===== config.mk =====
export PLATFORM = sky130hd
export DESIGN_NAME = mf_queue
export DESIGN_NICKNAME = d
export VERILOG_FILES = /design/src/hdl/assert_macros.svh /design/src/hdl/mf_pkg.sv /design/src/hdl/mf_queue.sv
export SDC_FILE = /design/constraint.sdc
export NUM_CORES = 1
export LEC_CHECK = 0
export ABC_AREA = 1
export CORE_ASPECT_RATIO = 0.8
export CORE_MARGIN = 10
export CORE_UTILIZATION = 60
export CTS_BUF_LIST = sky130_fd_sc_hd__clkbuf_8
export DETAILED_ROUTE_END_ITERATION = 6
export DONT_BUFFER_PORTS = 1
export HOLD_SLACK_MARGIN = 0.02
export PLACE_DENSITY = 0.76
export SYNTH_ARGS = -nofsm -noshare
export SYNTH_HDL_FRONTEND = slang
export SYNTH_SLANG_ARGS = --single-unit

===== constraint.sdc =====
create_clock -name aclk -period 2.7 [get_ports aclk]
set_input_delay 0.135 -clock aclk [delete_from_list [all_inputs] [get_ports aclk]]
set_output_delay 0.135 -clock aclk [all_outputs]
set_load 0.01 [all_outputs]

===== src/hdl/assert_macros.svh =====
// assertion helpers shared by the rtl
`ifndef ASSERT_MACROS_SVH
`define ASSERT_MACROS_SVH

// property checked on every rising edge outside reset
`define MF_ASSERT_AT(lbl, clk, rstn, prop, msg) \
    lbl: assert property (@(posedge clk) disable iff (!rstn) prop) \
        else $error(msg);

// condition that must never be seen outside reset
`define MF_ASSERT_NEVER(lbl, clk, rstn, cond, msg) \
    `MF_ASSERT_AT(lbl, clk, rstn, !(cond), msg)

`endif


===== src/hdl/mf_pkg.sv =====
`timescale 1ns / 1ps

package mf_pkg;

    localparam int MAX_WIDTH    = 1024;
    localparam int MAX_CHANNELS = 4;
    localparam int STORE_ROWS   = 4;

    localparam int PIX_W   = 8;
    localparam int COL_W   = $clog2(MAX_WIDTH);
    localparam int CH_W    = $clog2(MAX_CHANNELS);
    localparam int SROW_W  = $clog2(STORE_ROWS);
    localparam int ROW_W   = 17;
    localparam int FW_W    = 11;
    localparam int FH_W    = 16;
    localparam int FC_W    = 3;
    localparam int PEND_W  = $clog2((MAX_WIDTH + 1) * MAX_CHANNELS + 1);

    localparam int STORE_DEPTH = STORE_ROWS * MAX_WIDTH * MAX_CHANNELS;
    localparam int STORE_AW    = SROW_W + COL_W + CH_W;

    localparam int CFG_IDX_W  = 2;
    localparam int CFG_DATA_W = 16;

    localparam logic [FW_W-1:0] RESET_FRAME_WIDTH   = 11'd512;
    localparam logic [FH_W-1:0] RESET_FRAME_HEIGHT  = 16'd512;
    localparam logic [FC_W-1:0] RESET_CHANNEL_COUNT = 3'd3;

    localparam int QDEPTH = 4;
    localparam int QPTR_W = $clog2(QDEPTH);
    localparam int QCNT_W = $clog2(QDEPTH + 1);

    typedef enum logic [CFG_IDX_W-1:0] {
        REG_FRAME_WIDTH   = 2'd0,
        REG_FRAME_HEIGHT  = 2'd1,
        REG_CHANNEL_COUNT = 2'd2
    } cfg_reg_t;

    // where the newest column sits in its row
    typedef enum logic [1:0] {
        COL_WRAP,
        COL_ONE,
        COL_INNER
    } col_sel_t;

    typedef logic [PIX_W-1:0] pix_t;
    typedef pix_t [8:0] win9_t;

    typedef struct packed {
        pix_t top;
        pix_t mid;
        pix_t bot;
    } column_t;

    typedef struct packed {
        win9_t win;
        logic  last;
    } q_item_t;

    typedef struct packed {
        logic [QCNT_W-1:0] count;
        logic              empty;
        logic              full;
    } q_status_t;

    function automatic win9_t cas(input win9_t p, input int a, input int b);
        win9_t q;
        q = p;
        if (p[a] > p[b]) begin
            q[a] = p[b];
            q[b] = p[a];
        end
        return q;
    endfunction

    // nineteen-exchange median network, split into three register stages
    function automatic win9_t med_layers_a(input win9_t p);
        win9_t q;
        q = p;
        q = cas(q, 1, 2); q = cas(q, 4, 5); q = cas(q, 7, 8);
        q = cas(q, 0, 1); q = cas(q, 3, 4); q = cas(q, 6, 7);
        q = cas(q, 1, 2); q = cas(q, 4, 5); q = cas(q, 7, 8);
        return q;
    endfunction

    function automatic win9_t med_layers_b(input win9_t p);
        win9_t q;
        q = p;
        q = cas(q, 0, 3); q = cas(q, 5, 8); q = cas(q, 4, 7);
        q = cas(q, 3, 6); q = cas(q, 1, 4); q = cas(q, 2, 5);
        q = cas(q, 4, 7);
        return q;
    endfunction

    function automatic win9_t med_layers_c(input win9_t p);
        win9_t q;
        q = p;
        q = cas(q, 4, 2);
        q = cas(q, 6, 4);
        q = cas(q, 4, 2);
        return q;
    endfunction

endpackage


===== src/hdl/mf_queue.sv =====
`timescale 1ns / 1ps

module mf_queue (
    input  logic              aclk,
    input  logic              aresetn,
    input  logic              push,
    input  mf_pkg::q_item_t   push_item,
    input  logic              pop,
    output mf_pkg::q_item_t   pop_item,
    output mf_pkg::q_status_t status
);
    import mf_pkg::*;

    q_item_t           mem_reg [QDEPTH];
    logic [QPTR_W-1:0] wr_ptr_reg, wr_ptr_next;
    logic [QPTR_W-1:0] rd_ptr_reg, rd_ptr_next;
    logic [QCNT_W-1:0] count_reg, count_next;

    always_comb begin
        wr_ptr_next = push ? wr_ptr_reg + QPTR_W'(1) : wr_ptr_reg;
        rd_ptr_next = pop ? rd_ptr_reg + QPTR_W'(1) : rd_ptr_reg;
        count_next  = count_reg + QCNT_W'(push) - QCNT_W'(pop);
    end

    always_ff @(posedge aclk) begin
        if (!aresetn) begin
            wr_ptr_reg <= '0;
            rd_ptr_reg <= '0;
            count_reg  <= '0;
        end else begin
            wr_ptr_reg <= wr_ptr_next;
            rd_ptr_reg <= rd_ptr_next;
            count_reg  <= count_next;
        end
    end

    always_ff @(posedge aclk) begin
        if (push) begin
            mem_reg[wr_ptr_reg] <= push_item;
        end
    end

    assign pop_item     = mem_reg[rd_ptr_reg];
    assign status.count = count_reg;
    assign status.empty = count_reg == '0;
    assign status.full  = count_reg == QCNT_W'(QDEPTH);

endmodule


==> impl_metrics.yaml <==
clocking:
  cts_tree: "built"
  cts_sinks: 301
  cts_buffer_depth: 3
  htree_levels: 2
  cts-root-buf: "clkbuf_8"
  insertion_delay_ps: 540
  numCtsBuffers: 45
  clkTransAtPathRegs_ps: 70
logic_synthesis:
  synth_warnings: 0
  synth_top_family_by_area: "compound AO/OA/AOI/OAI gates"
  synth-compound-area-share_pct: 11.2
  synthMuxAreaShare_pct: 0
  yosysTopAreaCellShare_pct: 74.0
  syn_area_per_cell_um2: 13.1
  synthSimpleGateAreaFrac_pct: 5.09
  synth_adder_area_share_pct: 0.802
  yosys.area.top_type: "edfxtp_1"
  mappedNetlistArea_um2: 11900
  yosys_register_bits: 301
  synthCells: 906
  ys_seq_area_share_pct: 75.5
  synth-xor-area-share_pct: 0
  syn_nets: 990
  yosysUniqueCellTypes: 16
  synth.area.top_cells: "edfxtp_1, inv_1, nand2_1, o211ai_1, a21oi_1"
sta:
  timing.slew.headroom_pct: 55.3
  tightestPinTransition_ps: 671
  tns_ps: 0
  min_period_over_period_pct: 84.6
  max_freq_mhz: 438
  hold_viol_final: 0
  rsz0062_at_grt: "false"
  post-route-min-period_ps: 2280
  slew_viol_final: 0
  fin_worst_skew_ps: 19.0
  whs_ps: 70.6
  setup_viol: 0
final_layout:
  final_core_util_pct: 71.4
  syn_to_final_growth_pct: 15.6
  fill_cells: 1249
  layout.nets: 1080
  fin_cells: 1291
  largest_reg_flops: 292
  drive_above_1_share_pct: 7.18
worst_setup_path:
  timing.rr.end: "count_reg[1]$_SDFF_PN0_"
  start_kind: "register"
  crit-reg2reg-launch: "count_reg[0]$_SDFF_PN0_"
  cp.required_ps: 2570
  crit_end: "pop_item[37]"
  ff2ff_setup_slack_ps: 490
  critPathCaptureType: "primary output"
  critical_path_class: "reg2out"
  critical_path_peak_fanout: 96
  worst_ep_arrival_time_ps: 2150
  worstRegToRegCells: 8
routing:
  antenna_left: 0
  drt_iter0_markers: 484
  drc: 0
  met2_length_um: 11100
  top_layer: "met4"
  met3WireLength_um: 1490
  via_per_inst: 5.22
  wl_um: 22400
  wl_met1_um: 9370
  wire_per_inst_um: 17.3
  first_pass_iters: 5
  vias: 6736
global_route:
  grt_pass1_vias: 6471
  grt_pass1_wl_um: 35200
  grt_overflow: 0
  antenna_found_initial: 1
  grt_start_max_net_pins: 97
  grt_usage_pct: 17.1
run:
  max_cap_violations: 0
floorplanning:
  core_area_um2: 19200
  io_pins: 155
  die_height_um: 146
  rows: 45
  die-area_um2: 25800
  initial_core_util_pct: 61.8
  fp.dieW_um: 177
place:
  place_congestion: 0.723
  portBuffers: 0
  dp_hpwl_um: 12900
  place_inst: 1129
min_path:
  holdCritStartpoint: "pop"
  hp-class: "in2reg"
outcome:
  status: "finished, final reports clean"
power_and_ir_drop:
  vdd_drop_max_mv: 0.545
  power.density_nw_per_um2: 704
  leakagePower_nw: 5.17
## stage by stage
step / setup WS [ps] / instance area (um2) / power, mW
detailed placement: 958 / 12100 / 6.25
global placement: 988 / 12100 / 6.22
finish: 416 / 13700 / 9.65
global route: 270 / 13700 / 10.1
CTS: 399 / 13700 / 9.73
floorplan: 269 / 11900 / 6.07
## timing repair
item	4_1_cts	5_1_grt
hold buffers	78	0
gates resized for setup	0	0
hold endpoints to repair	301	0
buffers inserted	0	0
## synth_stat cells (all sizes together)
library cell and instances:
ha 6, edfxtp 292, buf 47, nand3 1
nand2 156, clkbuf 1, inv 161, o211ai 73
dfxtp 9, fa 1, nor2 2, o21ai 77
nor3 1, a21oi 79
## critical path: stages (launching register included)
cell and delay [ps]:
dfxtp_4 780, buf_12 370, a21oi_1 120, o21ai_0 120, nand2_1 140
## worst min-delay path by stage
stage,endpoint,slack (ps),depth (start not counted)
final,count_reg[0]$_SDFF_PN0_,70,5
after detailed placement,mem_reg[3][72]$_DFFE_PP_,230,0
after CTS,count_reg[0]$_SDFF_PN0_,40,5
after floorplan,register,230,1
after global routing,count_reg[0]$_SDFF_PN0_,80,5
after global placement,register,220,1
## layer usage
| metal | GRT usage [%] | vias to the layer above |
|---|---|---|
| met5 | 0 | - |
| met4 | 5.83 | 0 |
| li1 | - | 3336 |
| met2 | 27.6 | 173 |
| met3 | 5.13 | 36 |
| met1 | 21.6 | 3191 |
## cell type report
cell class              count  area (um2)  area share (%)
clock buffers              48         661            4.82
flip-flops and latches    301        8960            65.4
diodes                      2        5.00          0.0365
multi-input cells         396        2030            14.8
inverters                 161         609            4.45
repair buffers             91         953            6.96
clock inverters            34         166            1.21
well taps                 258         323            2.36
## cell families (layout without fill, tap and decap cells)
family          Yosys count  after routing
compound gates          229            229
fa+ha+maj                 7              7
buf+inv                 209            334
flops                   301            301
other cells               0              2
simple gates            160            160
## power breakdown
| group | internal, mW | leakage, nW | total (mW) | switching (mW) |
|---|---|---|---|---|
| clock | 1.74 | 0.470 | 3.37 | 1.63 |
| combinational | 0.265 | 1.94 | 0.840 | 0.575 |
| sequential | 5.34 | 2.76 | 5.44 | 0.0975 |
## cells in the final DEF (no fill, tap or decap), types with 6 or more instances in the layout
cell / synthesis / layout
o21ai_1: 31 / 31
buf_4: 15 / 7
o21ai_0: 46 / 46
a21oi_1: 79 / 79
buf_12: 0 / 6
clkbuf_8: 0 / 48
nand2_1: 156 / 156
edfxtp_1: 292 / 292
dlygate4sd3_1: 0 / 78
o211ai_1: 73 / 73
dfxtp_1: 9 / 7
clkinv_1: 0 / 13
inv_1: 161 / 171
clkinv_2: 0 / 8
ha_1: 6 / 6
No activity file was read; power rests on OpenSTA's default activity.
