**src/hdl/assert_macros.svh**
```systemverilog
// assertion helpers shared by the rtl
`ifndef ASSERT_MACROS_SVH
`define ASSERT_MACROS_SVH

// property checked on every rising edge outside reset
`define MF_ASSERT_AT(lbl, clk, rstn, prop, msg) \
    lbl: assert property (@(posedge clk) disable iff (!rstn) prop) \
        else $error(msg);

// condition that must never be seen outside reset
`define MF_ASSERT_NEVER(lbl, clk, rstn, cond, msg) \
    `MF_ASSERT_AT(lbl, clk, rstn, !(cond), msg)

`endif

```
**src/hdl/mf_pkg.sv**
```systemverilog
`timescale 1ns / 1ps

package mf_pkg;

    localparam int MAX_WIDTH    = 1024;
    localparam int MAX_CHANNELS = 4;
    localparam int STORE_ROWS   = 4;

    localparam int PIX_W   = 8;
    localparam int COL_W   = $clog2(MAX_WIDTH);
    localparam int CH_W    = $clog2(MAX_CHANNELS);
    localparam int SROW_W  = $clog2(STORE_ROWS);
    localparam int ROW_W   = 17;
    localparam int FW_W    = 11;
    localparam int FH_W    = 16;
    localparam int FC_W    = 3;
    localparam int PEND_W  = $clog2((MAX_WIDTH + 1) * MAX_CHANNELS + 1);

    localparam int STORE_DEPTH = STORE_ROWS * MAX_WIDTH * MAX_CHANNELS;
    localparam int STORE_AW    = SROW_W + COL_W + CH_W;

    localparam int CFG_IDX_W  = 2;
    localparam int CFG_DATA_W = 16;

    localparam logic [FW_W-1:0] RESET_FRAME_WIDTH   = 11'd512;
    localparam logic [FH_W-1:0] RESET_FRAME_HEIGHT  = 16'd512;
    localparam logic [FC_W-1:0] RESET_CHANNEL_COUNT = 3'd3;

    localparam int QDEPTH = 4;
    localparam int QPTR_W = $clog2(QDEPTH);
    localparam int QCNT_W = $clog2(QDEPTH + 1);

    typedef enum logic [CFG_IDX_W-1:0] {
        REG_FRAME_WIDTH   = 2'd0,
        REG_FRAME_HEIGHT  = 2'd1,
        REG_CHANNEL_COUNT = 2'd2
    } cfg_reg_t;

    // where the newest column sits in its row
    typedef enum logic [1:0] {
        COL_WRAP,
        COL_ONE,
        COL_INNER
    } col_sel_t;

    typedef logic [PIX_W-1:0] pix_t;
    typedef pix_t [8:0] win9_t;

    typedef struct packed {
        pix_t top;
        pix_t mid;
        pix_t bot;
    } column_t;

    typedef struct packed {
        win9_t win;
        logic  last;
    } q_item_t;

    typedef struct packed {
        logic [QCNT_W-1:0] count;
        logic              empty;
        logic              full;
    } q_status_t;

    function automatic win9_t cas(input win9_t p, input int a, input int b);
        win9_t q;
        q = p;
        if (p[a] > p[b]) begin
            q[a] = p[b];
            q[b] = p[a];
        end
        return q;
    endfunction

    // nineteen-exchange median network, split into three register stages
    function automatic win9_t med_layers_a(input win9_t p);
        win9_t q;
        q = p;
        q = cas(q, 1, 2); q = cas(q, 4, 5); q = cas(q, 7, 8);
        q = cas(q, 0, 1); q = cas(q, 3, 4); q = cas(q, 6, 7);
        q = cas(q, 1, 2); q = cas(q, 4, 5); q = cas(q, 7, 8);
        return q;
    endfunction

    function automatic win9_t med_layers_b(input win9_t p);
        win9_t q;
        q = p;
        q = cas(q, 0, 3); q = cas(q, 5, 8); q = cas(q, 4, 7);
        q = cas(q, 3, 6); q = cas(q, 1, 4); q = cas(q, 2, 5);
        q = cas(q, 4, 7);
        return q;
    endfunction

    function automatic win9_t med_layers_c(input win9_t p);
        win9_t q;
        q = p;
        q = cas(q, 4, 2);
        q = cas(q, 6, 4);
        q = cas(q, 4, 2);
        return q;
    endfunction

endpackage

```
**src/hdl/mf_back.sv**
```systemverilog
`timescale 1ns / 1ps

module mf_back (
    input  logic                     aclk,
    input  logic                     aresetn,
    input  mf_pkg::q_status_t        q_status,
    output logic                     q_pop,
    input  mf_pkg::q_item_t          q_item,
    output logic                     m_valid,
    input  logic                     m_ready,
    output logic [mf_pkg::PIX_W-1:0] m_median,
    output logic                     m_last_in_frame
);
    import mf_pkg::*;

    logic  adv;
    logic  a_valid_reg, b_valid_reg, out_valid_reg;
    win9_t a_win_reg, b_win_reg, c_win;
    logic  a_last_reg, b_last_reg, out_last_reg;
    pix_t  out_median_reg;

    // whole network moves together, held while a result waits
    assign adv   = !out_valid_reg || m_ready;
    assign q_pop = adv && !q_status.empty;
    assign c_win = med_layers_c(b_win_reg);

    always_ff @(posedge aclk) begin
        if (!aresetn) begin
            a_valid_reg   <= 1'b0;
            b_valid_reg   <= 1'b0;
            out_valid_reg <= 1'b0;
        end else if (adv) begin
            a_valid_reg   <= q_pop;
            b_valid_reg   <= a_valid_reg;
            out_valid_reg <= b_valid_reg;
        end
    end

    always_ff @(posedge aclk) begin
        if (adv) begin
            a_win_reg      <= med_layers_a(q_item.win);
            a_last_reg     <= q_item.last;
            b_win_reg      <= med_layers_b(a_win_reg);
            b_last_reg     <= a_last_reg;
            out_median_reg <= c_win[4];
            out_last_reg   <= b_last_reg;
        end
    end

    assign m_valid         = out_valid_reg;
    assign m_median        = out_median_reg;
    assign m_last_in_frame = out_last_reg;

endmodule

```
**config.mk**
```make
export PLATFORM = sky130hd
export DESIGN_NAME = mf_back
export DESIGN_NICKNAME = d
export VERILOG_FILES = /design/src/hdl/assert_macros.svh /design/src/hdl/mf_pkg.sv /design/src/hdl/mf_back.sv
export SDC_FILE = /design/constraint.sdc
export NUM_CORES = 1
export LEC_CHECK = 0
export BUFFER_PORTS_ARGS = -buffer_cell sky130_fd_sc_hd__buf_2
export CORE_MARGIN = 2
export CORE_UTILIZATION = 55
export DETAILED_ROUTE_END_ITERATION = 8
export PLACE_DENSITY = 0.77
export SETUP_SLACK_MARGIN = 0.05
export SYNTH_ARGS = -nofsm -noshare
export SYNTH_HDL_FRONTEND = slang
export SYNTH_SLANG_ARGS = --single-unit
```
**constraint.sdc**
```tcl
create_clock -name aclk -period 6.15 [get_ports aclk]
set_input_delay 0.9225 -clock aclk [delete_from_list [all_inputs] [get_ports aclk]]
set_output_delay 0.9225 -clock aclk [all_outputs]
set_load 0.01 [all_outputs]
```
==> impl_metrics.toml, run 1 <==
[run_status]
status = "completed"

[cells_and_area]
fin_nets = 1622
diodes = 0
areaGrowthSynthToFinish_pct = 19.7
nFillCells = 1529
stdcell_count = 1636
drive_gt1_share_pct = 21.5
largest_reg_flops = 72

[global_routing]
grt_pass1_wl_mm = 44.8
grt_max_degree = 68
track_usage_pct = 27.8
grt_pass1_vias = 9063
antenna_found_initial = 0
overflow = 0

[timing]
rsz0062_at_grt = "yes"
slew-limit-headroom_pct = 29.6
skew_ns = 0.00885
final.setup.tns_ns = 0
final-setup-viol-count = 0
setup_ws_ns = 0.354
drv_slew = 0
fmax_mhz = 173
worstMarginPinSlew_ns = 1.06
min_period_over_period_pct = 94.3
period_needed_ns = 5.80
finalHoldViolations = 0

[synth]
netlist_instances = 1206
synth_area_leaders = "edfxtp_1 (30%), ha_1 (17%), a21oi_1 (6.0%)"
syn_nets = 1431
ys_ff_latch = 110
synthFlopType = "edfxtp_1"
synth_edf_count = 107
syn_area_um2 = 10500
syn_avg_cell_area_um2 = 8.74
yosys.area.top_type = "edfxtp_1"
yosysWarnings = 0
ys_seq_area_share_pct = 31.1
synth.distinct_cells = 77
async_reset_ff_share_pct = 0
yosysTopAreaCellShare_pct = 30.5

[clock_network]
cts_sinks = 110
cts_buffers = 9
root_buffer = "clkbuf_16"
cts_tree = "built"
insertion_delay_ns = 0.36
cts-htree-levels = 3
clkSlewWorstSetupHoldPaths_ns = 0.07
cts_max_path_buffers = 2

[drt]
drtAntennaViolNets = 0
viasPerCell = 6.07
drt_iter0_drc = 994
wl_per_cell_um = 17.5
drtPass1Iterations = 7
wl_mm = 28.6
vias = 9926
drc = 0

[worst_setup_path]
crit_arrival_ns = 6.02
start_kind = "input port"
cp.required_ns = 6.37
critPathKind = "input port to register"
crit_fanout = 6
cp-end-kind = "register"

[placed_design]
place_ws_ns = -0.231
io_buffers = 87
gp_congestion = 0.949
dp_hpwl_mm = 23.1
dp_cells = 1613

[die]
die_area_um2 = 20300
core-area_um2 = 18800
io_pins = 92
fp.dieW_um = 142
start_util_pct = 56.1
die_height_um = 142
rows = 50

[job]
cap_violations = 0

[worst_hold_path]
hold_path_class = "register to register"
-- worst max-delay path, stage by stage --
cell      delay (ns)
buf_2           0.09
inv_1           0.05
ha_1            0.31
nor2b_1         0.14
o211ai_1        0.24
a21oi_2         0.11
o22ai_2         0.24
buf_4           0.19
nor2_1          0.04
a21oi_1         0.17
ha_1            0.31
and4_1          0.26
a221oi_4        0.29
and2_1          0.25
nor2_1          0.08
a21oi_1         0.17
ha_1            0.26
nor2b_1         0.13
o21a_1          0.17
o21a_1          0.16
o21ai_0         0.18
or3b_2          0.48
nand2_1         0.12
nor2_1          0.12
a21oi_2         0.29
o221a_1         0.24
-- layout by cell type, fill, tap and decap left out, drive strengths merged, types with 10 or more instances in the layout --
cell,instances
nand3,18
mux2i,41
o21ai,95
nand4,20
or3,11
a31oi,13
o22ai,18
edfxtp,107
o21a,19
nor2,117
nor2b,23
ha,144
clkbuf,10
buf,211
a21o,21
nand2,97
inv,120
nand2b,20
nor3,11
o221a,30
a21oi,131
-- cells by family after synthesis --
group           after synthesis  share of synthesized area [%]
compound gates              407                           26.1
simple gates                344                           15.3
buf+inv                     151                           5.70
fa+ha+maj                   144                           17.1
flops                       110                           31.1
mux                          47                           4.54
xor+xnor                      3                          0.249
-- per-stage QoR --
stage          hold slack (ns)  cell area, um2  util, %
3_3_place_gp             0.404           12000     64.2
3_5_place_dp             0.406           12000     64.2
2_1_floorplan            0.400           10600        -
6_report                 0.423           12600     67.2
4_1_cts                  0.425           12400     65.9
5_1_grt                  0.448           12600     67.2
-- repair_timing --
item | CTS | global route
setup buffers | 0 | 5
resized for setup | 0 | 39
setup endpoints to repair | 0 | 60
hold buffers | 0 | 0
-- cells in the mapped netlist (6+ instances only) --
cell	number
nand4_1	20
o41ai_1	7
clkbuf_1	20
nand3_1	18
and2_1	7
nor2_1	116
mux2i_1	41
a222oi_1	8
o221a_2	12
a21oi_1	126
a221oi_1	8
o21ai_1	24
or3_1	11
o221a_1	18
o21ai_0	69
inv_1	118
o22ai_1	18
a21o_1	21
nand2b_1	20
o21a_1	19
ha_1	144
nand2_1	97
nor3_1	11
buf_2	6
nor2b_1	23
edfxtp_1	107
a31oi_1	13
-- layer usage --
layer / vias to the layer above / wire, um / global-route usage [%]
li1: 4909 / - / -
met1: 4581 / 12700 / 38.9
met2: 387 / 13200 / 45.7
met3: 49 / 2090 / 3.16
met4: 0 / 624 / 7.87
met5: - / 0 / 0
-- area by class of cell --
type                       instances  area (um2)  area share, %
multi-input combinational        947        6900           54.7
clock buffer                      10         229           1.81
clock inverter                     6        93.8          0.744
sequential                       110        3270           25.9
timing repair buffer             211        1380           11.0
tap                              234         293           2.32
inverter                         118         445           3.53
-- final timing paths --
| path | from | to | slack (ns) | cells past startpoint |
|---|---|---|---|---|
| max | q_item[18] | a_win_reg[21]$_DFFE_PN_ | 0.35 | 26 |
| min | a_last_reg$_DFFE_PN_ | b_last_reg$_DFFE_PN_ | 0.42 | 0 |
| max reg2reg | a_win_reg[57]$_DFFE_PN_ | b_win_reg[32]$_DFFE_PN_ | 0.38 | 32 |
| min reg2reg | a_last_reg$_DFFE_PN_ | b_last_reg$_DFFE_PN_ | 0.42 | 0 |
Power of run 1 is not shown: default switching activity piles up to over one toggle a cycle in this logic, so the estimate is an artifact.
==> run 2, diff against run 1 <==
CORE_UTILIZATION = 29   (was 55)
PLACE_DENSITY = 0.57   (was 0.77)
==> impl_metrics.toml, run 2 (synthesis gave the netlist of run 1 again) <==
[run_status]
status = "completed"

[drt]
drtPass1Iterations = 6
drt_iter0_drc = 597
wl_per_cell_um = 16.3
wl_mm = 30.4
drc = 0
viasPerCell = 5.19
drtAntennaViolNets = 0
vias = 9685

[worst_setup_path]
slowest_stage = "or3b_2"
path_buf_inv = 4
crit_fanout = 10
start_kind = "input port"
crit_chain = "buf_2, inv_1, ha_1, nand4_1, buf_4, o22ai_2, buf_4, nor2_1, a21oi_1, ha_1, and4_1, a221oi_4, and2_4, a31o_2, nor2_1, a21oi_1, ha_1, a21o_1, a21o_1, or3b_2, nand2_1, nor2_1, a21oi_2, o221a_1"
crit_arrival_ns = 6.04
cpPeakStageDelay_ns = 0.48
cp.required_ns = 6.37
critPathKind = "input port to register"
worst_path_dominant_cell_family = "compound AO/OA/AOI/OAI gates"
cp-end-kind = "register"

[worst_hold_path]
hold_path_class = "register to register"

[timing]
skew_ns = 0.0134
final-setup-viol-count = 0
fmax_mhz = 172
min_period_over_period_pct = 94.6
worstMarginPinSlew_ns = 1.26
holdWs_ns = 0.422
drv_slew = 0
finalHoldViolations = 0
period_needed_ns = 5.82
slew-limit-headroom_pct = 15.2

[clock_network]
root_buffer = "clkbuf_16"
cts_tree = "built"
clkSlewWorstSetupHoldPaths_ns = 0.08
cts_sinks = 110
cts-htree-levels = 3
insertion_delay_ns = 0.37
hold_buffers = 0
cts_buffers = 9
cts_max_path_buffers = 2

[cells_and_area]
final_common_cell = "ha_1"
stdcell_count = 1865
fin_nets = 1624
largest_reg_flops = 72
drive_gt1_share_pct = 23.4
diodes = 0
final_cell_mix = "ha_1 (140), buf_4 (123), inv_1 (114)"
areaGrowthSynthToFinish_pct = 24.3

[global_routing]
track_usage_pct = 15.6
overflow = 0
grt_pass1_wl_mm = 47.6
grt_max_degree = 66
grt_pass1_vias = 9255
antenna_found_initial = 0

[placed_design]
io_buffers = 87
gp_congestion = 0.851
dp_cells = 1833
dp_hpwl_mm = 24.7

[die]
core-area_um2 = 35700
fp.dieW_um = 195
io_pins = 92
die_height_um = 195
rows = 69
start_util_pct = 29.6
die_area_um2 = 37900

[job]
cap_violations = 0
## run 2: cell types whose count changed in the layout (fill, tap and decap cells not counted), sizes merged
| cell | delta |
|---|---|
| buf | +2 |
| bufinv | -1 |
| clkdlybuf4s15 | +1 |
| clkinv | +1 |
| clkinvlp | -1 |
| inv | +1 |
| nor2 | -1 |
| o21ai | -1 |
| o32ai | +1 |
## run 2: through the flow
stage / util [%] / instance area (um2) / TNS, ns / worst slack (ns)
floorplan: - / 10600 / 0 / 0.0695
global placement: 34.4 / 12300 / -1.02 / -0.0986
finish: 36.7 / 13100 / 0 / 0.330
global route: 36.7 / 13100 / -0.0315 / -0.0315
detailed placement: 34.4 / 12300 / -4.57 / -0.233
CTS: 35.4 / 12600 / 0 / 0.0385
## run 2: what timing repair did
action,4_1_cts,5_1_grt
setup buffers,0,14
cloned,0,2
setup endpoints to repair,7,58
gates resized for setup,9,69
pin swaps,0,20
## run 2: layout make-up
| type | count | area (um2) |
|---|---|---|
| clock buffer | 10 | 229 |
| clock inverter | 6 | 78.8 |
| fill | 3613 | 22600 |
| inverter | 118 | 445 |
| multi-input combinational | 946 | 7090 |
| sequential | 110 | 3270 |
| tap | 461 | 577 |
| timing repair buffer | 214 | 1410 |
## run 2: path summary, 6_finish.rpt
check	from	end	slack [ns]	cells past startpoint
worst max-delay path	q_item[24]	a_win_reg[23]$_DFFE_PN_	0.33	24
worst min-delay path	a_last_reg$_DFFE_PN_	b_last_reg$_DFFE_PN_	0.42	0
worst max register to register	a_win_reg[38]$_DFFE_PN_	b_win_reg[32]$_DFFE_PN_	0.33	30
worst min register to register	a_last_reg$_DFFE_PN_	b_last_reg$_DFFE_PN_	0.42	0
## run 2: per-layer routing
layer	share of wire, %	vias up	track usage, %
met5	0	-	0
met4	1.8	0	4.02
met3	4.3	29	2.00
met2	49	233	27.6
met1	45	4501	19.9
li1	-	4922	-
Power of run 2 is left out for the same reason.
==> run 3, diff against run 2 <==
PLACE_DENSITY = not set   (was 0.57)
==> impl_metrics.toml, run 3 (synthesis gave the netlist of run 1 again) <==
[run_status]
status = "finished, violations left"
violations = "design-rule violations"

[die]
die_height_um = 195
fp.dieW_um = 195
core-area_um2 = 35700
rows = 69
start_util_pct = 29.6
io_pins = 92
die_area_um2 = 37900

[clock_network]
cts_buffers = 9
root_buffer = "clkbuf_16"
clkSlewWorstSetupHoldPaths_ns = 0.08
cts_max_path_buffers = 2
cts-htree-levels = 3
cts_sinks = 110
insertion_delay_ns = 0.35
cts_tree = "built"

[worst_hold_path]
min-delay-start = "b_last_reg$_DFFE_PN_"
hold_path_class = "register to register"

[worst_setup_path]
crit_top_cell = "o21a_1"
r2r_start = "a_win_reg[33]$_DFFE_PN_"
start_kind = "register"
cp-end-kind = "register"
cp.required_ns = 6.38
slowest_stage = "edfxtp_1"
crit_fanout = 9
crit_arrival_ns = 6.10
startpoint = "a_win_reg[33]$_DFFE_PN_"
cpPeakStageDelay_ns = 0.53
critPathKind = "register to register"

[cells_and_area]
drive_gt1_share_pct = 23.1
final_cell_mix = "ha_1 (141), buf_4 (122), inv_1 (115)"
areaGrowthSynthToFinish_pct = 24.3
largest_reg_flops = 72
stdcell_count = 1869
fin_nets = 1627
final_common_cell = "ha_1"
nFillCells = 3631

[placed_design]
io_buffers = 87
place_ws_ns = -0.351
dp_cells = 1831
dp_hpwl_mm = 24.8
gp_congestion = 0.884

[timing]
final.setup.tns_ns = 0
period_needed_ns = 5.86
min_period_over_period_pct = 95.3
final-setup-viol-count = 0
skew_ns = 0.0119
setup_ws_ns = 0.289
holdWs_ns = 0.432
rsz0062_at_grt = "yes"
finalHoldViolations = 0
worstMarginPinSlew_ns = 0.942
slew-limit-headroom_pct = 36.8
drv_slew = 0
fmax_mhz = 171

[global_routing]
grt_pass1_vias = 9316
antenna_found_initial = 1
grt_max_degree = 67
track_usage_pct = 15.7
overflow = 0
grt_pass1_wl_mm = 48.0

[drt]
drtPass1Iterations = 9
drt_iter0_drc = 732
viasPerCell = 5.25
vias = 9808
wl_per_cell_um = 16.4
wl_mm = 30.6
drc = 2
drtAntennaViolNets = 0

[job]
cap_violations = 0
-- run 3: cell count changes in the layout (fill, tap and decap cells not counted), moves of 3 or more --
cell / delta
a221oi_4: -3
a21oi_2: -3
a21oi_4: +3
a221oi_1: +6
a221oi_2: -3
-- run 3: timing repair --
item	in CTS	in global routing
cloned	1	3
setup endpoints to repair	13	61
pin swaps	2	21
hold buffers	0	0
gates resized for setup	6	65
buffers inserted	1	17
-- run 3: cell type report --
cell class                 instances  area (um2)  area share [%]
tap                              461         577            4.40
multi-input combinational        945        7000            53.4
antenna                            1        2.50          0.0191
clock buffer                       9         225            1.72
inverter                         118         445            3.40
clock inverter                     7        77.6           0.592
timing repair buffer             218        1500            11.5
sequential                       110        3270            25.0
-- run 3: routing by layer --
| metal | GRT usage [%] | wire length, um | vias to the layer above |
|---|---|---|---|
| li1 | - | - | 4925 |
| met1 | 20.1 | 13700 | 4632 |
| met2 | 27.6 | 15000 | 209 |
| met3 | 2.19 | 1120 | 42 |
| met4 | 4.44 | 765 | 0 |
| met5 | 0 | 0 | - |
-- run 3: worst paths after layout --
| path | depth (start not counted) | endpoint | slack [ns] |
|---|---|---|---|
| worst min register to register | 0 | m_last_in_frame$_DFFE_PN_ | 0.43 |
| worst max register to register | 31 | b_win_reg[32]$_DFFE_PN_ | 0.29 |
| worst max-delay path | 31 | b_win_reg[32]$_DFFE_PN_ | 0.29 |
| worst min-delay path | 0 | m_last_in_frame$_DFFE_PN_ | 0.43 |
-- run 3: critical path: cells and delay by family (launching register included) --
family	cells	cell delay, ns
buf+inv	5	0.81
simple gates	7	0.70
fa+ha+maj	3	0.81
flops	1	0.53
compound gates	16	2.89
-- run 3: stage by stage --
stage / utilization, % / area [um2]
6_report: 36.7 / 13100
2_1_floorplan: - / 10600
5_1_grt: 36.7 / 13100
3_5_place_dp: 34.4 / 12300
3_3_place_gp: 34.4 / 12300
4_1_cts: 35.4 / 12600
Power of run 3 is left out for the same reason.
